File: config.mk
export PLATFORM = sky130hd
export DESIGN_NAME = multi_window_publish_rate_limiter
export DESIGN_NICKNAME = d
export VERILOG_FILES = /design/src/mwprl_pkg.sv /design/src/mwprl_window.sv /design/src/multi_window_publish_rate_limiter.sv
export SDC_FILE = /design/constraint.sdc
export NUM_CORES = 2
export LEC_CHECK = 0
export ABC_AREA = 0
export BUFFER_PORTS_ARGS = -buffer_cell sky130_fd_sc_hd__buf_2
export CAP_MARGIN = 5
export CORE_AREA = 3 3 369 371
export DETAILED_ROUTE_END_ITERATION = 12
export DIE_AREA = 0 0 372 374
export GPL_TIMING_DRIVEN = 0
export PLACE_DENSITY = 0.61
export SKIP_CTS_REPAIR_TIMING = 1
export SYNTH_ARGS = -nofsm -noshare
export SYNTH_HDL_FRONTEND = slang
export SYNTH_HIERARCHICAL = 1
export SYNTH_SLANG_ARGS = --single-unit
File: constraint.sdc
create_clock -name clk -period 8.6 [get_ports clk]
set_clock_uncertainty 0.2 [all_clocks]
set_input_delay 1.29 -clock clk [delete_from_list [all_inputs] [get_ports clk]]
set_output_delay 1.29 -clock clk [all_outputs]
set_load 0.05 [all_outputs]
File: src/mwprl_pkg.sv
// shared types and constants for the multi-window publish rate limiter
// used by mwprl_window and multi_window_publish_rate_limiter

package mwprl_pkg;

  localparam int WIN_COUNT  = 4;
  localparam int WIN_IDX_W  = 2;
  localparam int COUNT_W    = 32;
  localparam int TIME_W     = 64;
  localparam int CFG_IDX_W  = 3;
  localparam int CFG_DATA_W = 32;

  // window lengths in ms
  localparam logic [TIME_W-1:0] LEN_SECOND = 64'd1000;
  localparam logic [TIME_W-1:0] LEN_MINUTE = 64'd60 * 64'd1000;
  localparam logic [TIME_W-1:0] LEN_HOUR   = 64'd60 * 64'd60 * 64'd1000;
  localparam logic [TIME_W-1:0] LEN_DAY    = 64'd24 * 64'd60 * 64'd60 * 64'd1000;

  // blocking window codes, also the register indexes of the maxima
  typedef enum logic [2:0] {
    WIN_SECOND = 3'd0,
    WIN_MINUTE = 3'd1,
    WIN_HOUR   = 3'd2,
    WIN_DAY    = 3'd3,
    WIN_NONE   = 3'd4
  } win_code_t;

  typedef struct packed {
    logic at_limit;
    logic reject;
  } win_stat_t;

  function automatic logic [TIME_W-1:0] win_len(input logic [WIN_IDX_W-1:0] idx);
    logic [TIME_W-1:0] len;
    case (idx)
      2'd0:    len = LEN_SECOND;
      2'd1:    len = LEN_MINUTE;
      2'd2:    len = LEN_HOUR;
      default: len = LEN_DAY;
    endcase
    return len;
  endfunction

endpackage

File: src/mwprl_window.sv
// limit check for one fixed window: at-limit and reject status
// depends on mwprl_pkg

module mwprl_window import mwprl_pkg::*; (
  input  logic [WIN_IDX_W-1:0] win_idx,
  input  logic [COUNT_W-1:0]   count,
  input  logic [COUNT_W-1:0]   max_count,
  input  logic [TIME_W-1:0]    start,
  input  logic [TIME_W-1:0]    now_ms,
  output win_stat_t            stat
);

  logic [TIME_W-1:0] elapsed;

  // wraps modulo 2^64
  assign elapsed       = now_ms - start;
  assign stat.at_limit = (count >= max_count);
  assign stat.reject   = stat.at_limit && (elapsed < win_len(win_idx));

endmodule

File: src/multi_window_publish_rate_limiter.sv
// multi-window publish rate limiter: second, minute, hour and day windows
// path: an accepted word passes the input register, then the result register
// throughput: one publish word per cycle unless m_tready stalls the output;
//   the four window checks run side by side and the window state updates
//   in the same cycle the result is registered
// reset (rst, synchronous): counters, window starts and maxima cleared, both stages empty
// depends on mwprl_pkg and mwprl_window

module multi_window_publish_rate_limiter import mwprl_pkg::*; (
  input  logic                  clk,
  input  logic                  rst,
  // configuration writes
  input  logic                  cfg_we,
  input  logic [CFG_IDX_W-1:0]  cfg_index,
  input  logic [CFG_DATA_W-1:0] cfg_data,
  // publish requests
  input  logic                  s_tvalid,
  output logic                  s_tready,
  input  logic [63:0]           s_tdata,   // [63:0] now_ms
  input  logic [1:0]            s_tuser,   // [0] no_session, [1] no_authorization
  // decisions
  output logic                  m_tvalid,
  input  logic                  m_tready,
  output logic [7:0]            m_tdata,   // [0] allowed, [7:1] zero
  output logic [2:0]            m_tuser    // [2:0] blocking_window
);

  // configured maxima
  logic [COUNT_W-1:0] max_count [WIN_COUNT];

  // window state
  logic [COUNT_W-1:0] count      [WIN_COUNT];
  logic [COUNT_W-1:0] count_next [WIN_COUNT];
  logic [TIME_W-1:0]  start      [WIN_COUNT];
  logic [TIME_W-1:0]  start_next [WIN_COUNT];

  // input register
  logic              in_valid;
  logic [TIME_W-1:0] in_now;
  logic              in_no_session;
  logic              in_no_auth;

  // result register
  logic      out_valid;
  logic      out_allowed;
  win_code_t out_window;

  logic      advance;
  logic      limits_apply;
  logic      any_reject;
  logic      allowed_next;
  win_code_t window_next;
  win_stat_t stat    [WIN_COUNT];
  logic      reached [WIN_COUNT];
  logic      restart [WIN_COUNT];

  // the held word moves into the result register when that register is free or draining
  assign advance  = in_valid && (!out_valid || m_tready);
  assign s_tready = !in_valid || advance;

  always_ff @(posedge clk) begin
    if (rst) begin
      in_valid <= 1'b0;
    end else if (s_tready) begin
      in_valid <= s_tvalid;
    end
    if (s_tvalid && s_tready) begin
      in_now        <= s_tdata;
      in_no_session <= s_tuser[0];
      in_no_auth    <= s_tuser[1];
    end
  end

  // configuration, index beyond the day window is ignored
  always_ff @(posedge clk) begin
    if (rst) begin
      for (int i = 0; i < WIN_COUNT; i++) begin
        max_count[i] <= '0;
      end
    end else if (cfg_we && (cfg_index < CFG_IDX_W'(WIN_COUNT))) begin
      max_count[cfg_index[WIN_IDX_W-1:0]] <= cfg_data;
    end
  end

  // one check unit per window
  for (genvar g = 0; g < WIN_COUNT; g++) begin : g_win
    mwprl_window u_win (
      .win_idx   (WIN_IDX_W'(g)),
      .count     (count[g]),
      .max_count (max_count[g]),
      .start     (start[g]),
      .now_ms    (in_now),
      .stat      (stat[g])
    );
  end

  assign limits_apply = !in_no_session && !in_no_auth;

  // priority over the windows: the first rejecting one blocks, later ones are untouched,
  // earlier ones at their limit restart at now
  always_comb begin
    logic blocked;
    blocked     = 1'b0;
    window_next = WIN_NONE;
    for (int i = 0; i < WIN_COUNT; i++) begin
      reached[i] = !blocked;
      restart[i] = !blocked && stat[i].at_limit && !stat[i].reject;
      if (!blocked && stat[i].reject) begin
        window_next = win_code_t'(3'(i));
      end
      blocked = blocked || stat[i].reject;
    end
    any_reject = blocked;
  end

  always_comb begin
    for (int i = 0; i < WIN_COUNT; i++) begin
      count_next[i] = restart[i] ? '0 : count[i];
      start_next[i] = restart[i] ? in_now : start[i];
      if (!any_reject) begin
        count_next[i] = count_next[i] + COUNT_W'(1);
      end
    end
  end

  // decision for the held word
  always_comb begin
    if (in_no_session) begin
      allowed_next = 1'b0;
    end else if (in_no_auth) begin
      allowed_next = 1'b1;
    end else begin
      allowed_next = !any_reject;
    end
  end

  always_ff @(posedge clk) begin
    if (rst) begin
      for (int i = 0; i < WIN_COUNT; i++) begin
        count[i] <= '0;
        start[i] <= '0;
      end
    end else if (advance && limits_apply) begin
      for (int i = 0; i < WIN_COUNT; i++) begin
        if (reached[i]) begin
          count[i] <= count_next[i];
          start[i] <= start_next[i];
        end
      end
    end
  end

  always_ff @(posedge clk) begin
    if (rst) begin
      out_valid <= 1'b0;
    end else if (advance) begin
      out_valid <= 1'b1;
    end else if (m_tready) begin
      out_valid <= 1'b0;
    end
    if (advance) begin
      out_allowed <= allowed_next;
      out_window  <= limits_apply ? window_next : WIN_NONE;
    end
  end

  assign m_tvalid = out_valid;
  assign m_tdata  = {7'b0, out_allowed};
  assign m_tuser  = out_window;

endmodule
==> summary.md <==
| Metric | Value |
|---|---|
| Skew-Pair Late Insertion Delay | approximately 0.68 ns |
| Status | finished, final reports clean |
| Antenna Nets Post-Route | 0 |
| CP Launch Type | flop |
| Syn Area/Cell | 9.00 sq um |
| IO buf count | between 100 and 150 |
| Hold_sp | in_valid$_SDFFE_PP0N_ |
| P&R area growth vs syn | 13.4% |
| Slew Limit Headroom | around 12% |
| Slowest stage delay, CP | 0.55 ns |
| Post-DP HPWL | about 110000 um |
| Global Route met3 Usage | around 2.8% |
| Largest net degree at the start of global routing | 65 |
| Drt via density | roughly 5.5 |
| R2R Path End | count[3][28]$_SDFFCE_PN0P_ |
| GP Congestion | slightly below 1 |
| CP Max Fanout | 10 |
| Hold Path Class | reg2reg |
| Slew Limit Fails | 0 |
| Vias in the first global route | 38676 |
| Hold path depth | 2 |
| Gr ovfl total | 0 |
| First-pass GRT wire length | 221000 um |
| Top_reg_cell synth | edfxtp_1 |
| H-tree levels | 3 |
| Top delay family on crit path | simple AND/OR/NAND/NOR gates |
| Crit path time final | 8.16 ns |
| CP max stage cell | edfxtp_1 |
| Max clock buf depth | 3 |
| Top post-synthesis cells by count | edfxtp_1, inv_1, ha_1 |
| Row count | 134 |
| WS Path Type | reg2reg |
| Most common cell in the synthesized netlist | edfxtp_1 |
| CP startpoint | in_now[14]$_DFFE_PP_ |
| Max_cap viols | 0 |
| Min Hold Slack | between 0.3 and 0.4 ns |
| Post-synth EDFFs | between 500 and 600 |
| Final WL | about 140000 um |
| Tightest Pin Transition | 1.32 ns |
| Chip Height | about 370 um |
| Vias | approximately 40000 |
| Top-area cell type share of the netlist area | between 30% and 40% |
| Setup WS post-layout | roughly 0.44 ns |
| Post-synth cell types | 107 |
| GRT met1 Usage | between 20% and 30% |
| Power per cell area | between 150 and 200 nW/um^2 |
| Post-synthesis sequential area ratio | between 30% and 40% |
| YS warnings | 6 |
| RR Startpoint | in_now[14]$_DFFE_PP_ |
| Max VDD drop | between 0.1 and 0.15 mV |
| Synth Register Bits | approximately 600 |
| Final Cycle Share | between 90% and 100% |
| Final setup fails | 0 |
| Mapped Cells | between 5000 and 6000 |
| Reg2reg path depth | 33 |
| Main area contributors after synthesis | edfxtp_1, ha_1, and2_1 |
| Share of cells above drive strength 1 | 8.10% |
| Initial DRC Count | roughly 3000 |
| Worst EP arrival | around 8.5 ns |
| Total power | approximately 8.6 mW |
| Num CTS Buffers | between 70 and 80 |
| Layout Nets | 6020 |
| Drt drc | 0 |
| Placeable Area | about 130000 sq um |
| Clk root buf | clkbuf_16 |
| Hold EP | m_tvalid$_SDFFE_PP0P_ |
| Asr flop ratio synth | 0% |
| Synth area leader | edfxtp_1 |
| Pre-CTS setup slack | -1.75 ns |
| Worst Path Buf+Inv | 5 |
| Die area | 139000 sq um |
| Number of fill cells in the layout | 13363 |
| Fmax | 0.123 GHz |
| Most used routing layer in global routing | met2 |
| CTS clk-pin slew, worst paths | 0.06 ns |
| TritonCTS clock tree | done |
| Final hold vios | 0 |
| CTS sink count | 584 |
| Starting Density | between 30% and 40% |
| Worst Path Required | roughly 9 ns |
| DRT Pass-1 Iters | 5 |
| Initial antenna violation count | 6 |
| Mapped Area | approximately 47000 sq um |
| Crit end category | flop |
| Num ports | roughly 120 |
| Leakage | 20.9 nW |
| Met2 usage | about a third |
| DR WL/cell | roughly 20 um |
| Total track usage | 20.2% |
| Reg2Reg Setup Slack | 0.44 ns |
| Die width | between 300 and 400 um |
tightest hold or removal path, delay by kind of cell (launching register included):
| kind | cells | cell delay [ns] |
|---|---|---|
| DFF | 1 | 0.34 |
| buffers and inverters | 1 | 0.08 |
| AOI/OAI and AO/OA | 1 | 0.06 |
how the worst max path moves through the flow:
stage,endpoint,slack (ns),depth (start not counted)
after floorplan,start[2][0]$_SDFFCE_PN0P_,0.50,26
after global routing,count[3][28]$_SDFFCE_PN0P_,-0.03,33
after CTS,count[3][28]$_SDFFCE_PN0P_,-1.82,32
after detailed placement,count[3][28]$_SDFFCE_PN0P_,-1.75,32
after global placement,start[2][8]$_SDFFCE_PN0P_,-2.80,20
final,count[3][28]$_SDFFCE_PN0P_,0.44,33
cell families (layout without fill, tap and decap cells):
kind of cell               Yosys count  count (layout)  share of synthesized area, %
and+or+nand+nor                   1903            1903                          21.2
adders and majority gates          468             468                          12.6
AOI/OAI and AO/OA                 1279            1279                          17.8
DFF                                584             584                          37.7
muxes                               29              29                         0.643
xor gates and xnor gates           241             241                          4.54
buffers and inverters              664             964                          5.51
other                                2              43                        0.0161
flip-flops by register name, summed over array words and instances (netlist names):
register	cells
count	128
in_no_auth	1
in_no_session	1
in_now	64
in_valid	1
m_tuser	3
m_tvalid	1
max_count	128
out_allowed	1
start	256
layer usage:
metal	vias to the layer above	part of all wire, %
met4	0	3.8
met1	19198	46
met2	1035	45
met5	-	0
li1	19443	-
met3	255	5.5
layout by cell type, fill, tap and decap left out, types with 22 or more instances in the layout:
cell type / n
xor2_1: 118
nand3_1: 122
buf_4: 58
inv_1: 478
a21oi_1: 433
nor2b_1: 28
a31oi_1: 42
mux2i_1: 22
conb_1: 35
and2_1: 347
xnor2_1: 123
nand2b_1: 29
clkbuf_16: 73
nor2_1: 367
o21ai_1: 27
a21o_1: 72
o21bai_1: 37
or3_1: 50
nor3_1: 103
o211ai_1: 38
clkbuf_1: 155
o21a_1: 53
buf_2: 129
and3_1: 91
edfxtp_1: 582
a211oi_1: 40
nand2_1: 433
nor4_1: 39
nand4_1: 175
ha_1: 462
o21ai_0: 266
metrics by stage:
stage / instance area, sq um / std cells / setup TNS [ns] / util, %
after floorplan: 46600 / 5203 / 0 / -
after global placement: 49400 / 7082 / -513.49 / 37.1
after detailed placement: 49700 / 7091 / -99.96 / 37.3
after CTS: 52100 / 7222 / -112.54 / 39.1
after global routing: 52700 / 7272 / -0.0287 / 39.6
final: 52800 / 7279 / 0 / 39.6
final cells by class:
| cell class | instances | area [sq um] | share of cell area, % |
|---|---|---|---|
| Timing Repair Buffer | 173 | 1190 | 2.26 |
| Clock buffer | 93 | 1920 | 3.64 |
| Multi-Input combinational cell | 3955 | 26900 | 50.9 |
| Antenna cell | 8 | 20.0 | 0.0379 |
| Clock inverter | 38 | 449 | 0.851 |
| Sequential cell | 584 | 17500 | 33.2 |
| Inverter | 478 | 1790 | 3.40 |
| Tap cell | 1768 | 2210 | 4.19 |
| Buffer | 182 | 793 | 1.50 |
power breakdown:
group / total (mW) / leakage, nW / internal, mW / switching, mW
sequential: 3.42 / 5.89 / 3.28 / 0.133
combinational: 2.12 / 13.8 / 0.780 / 1.34
clock: 3.10 / 1.14 / 1.81 / 1.29
(Power assumes the default switching activity.)
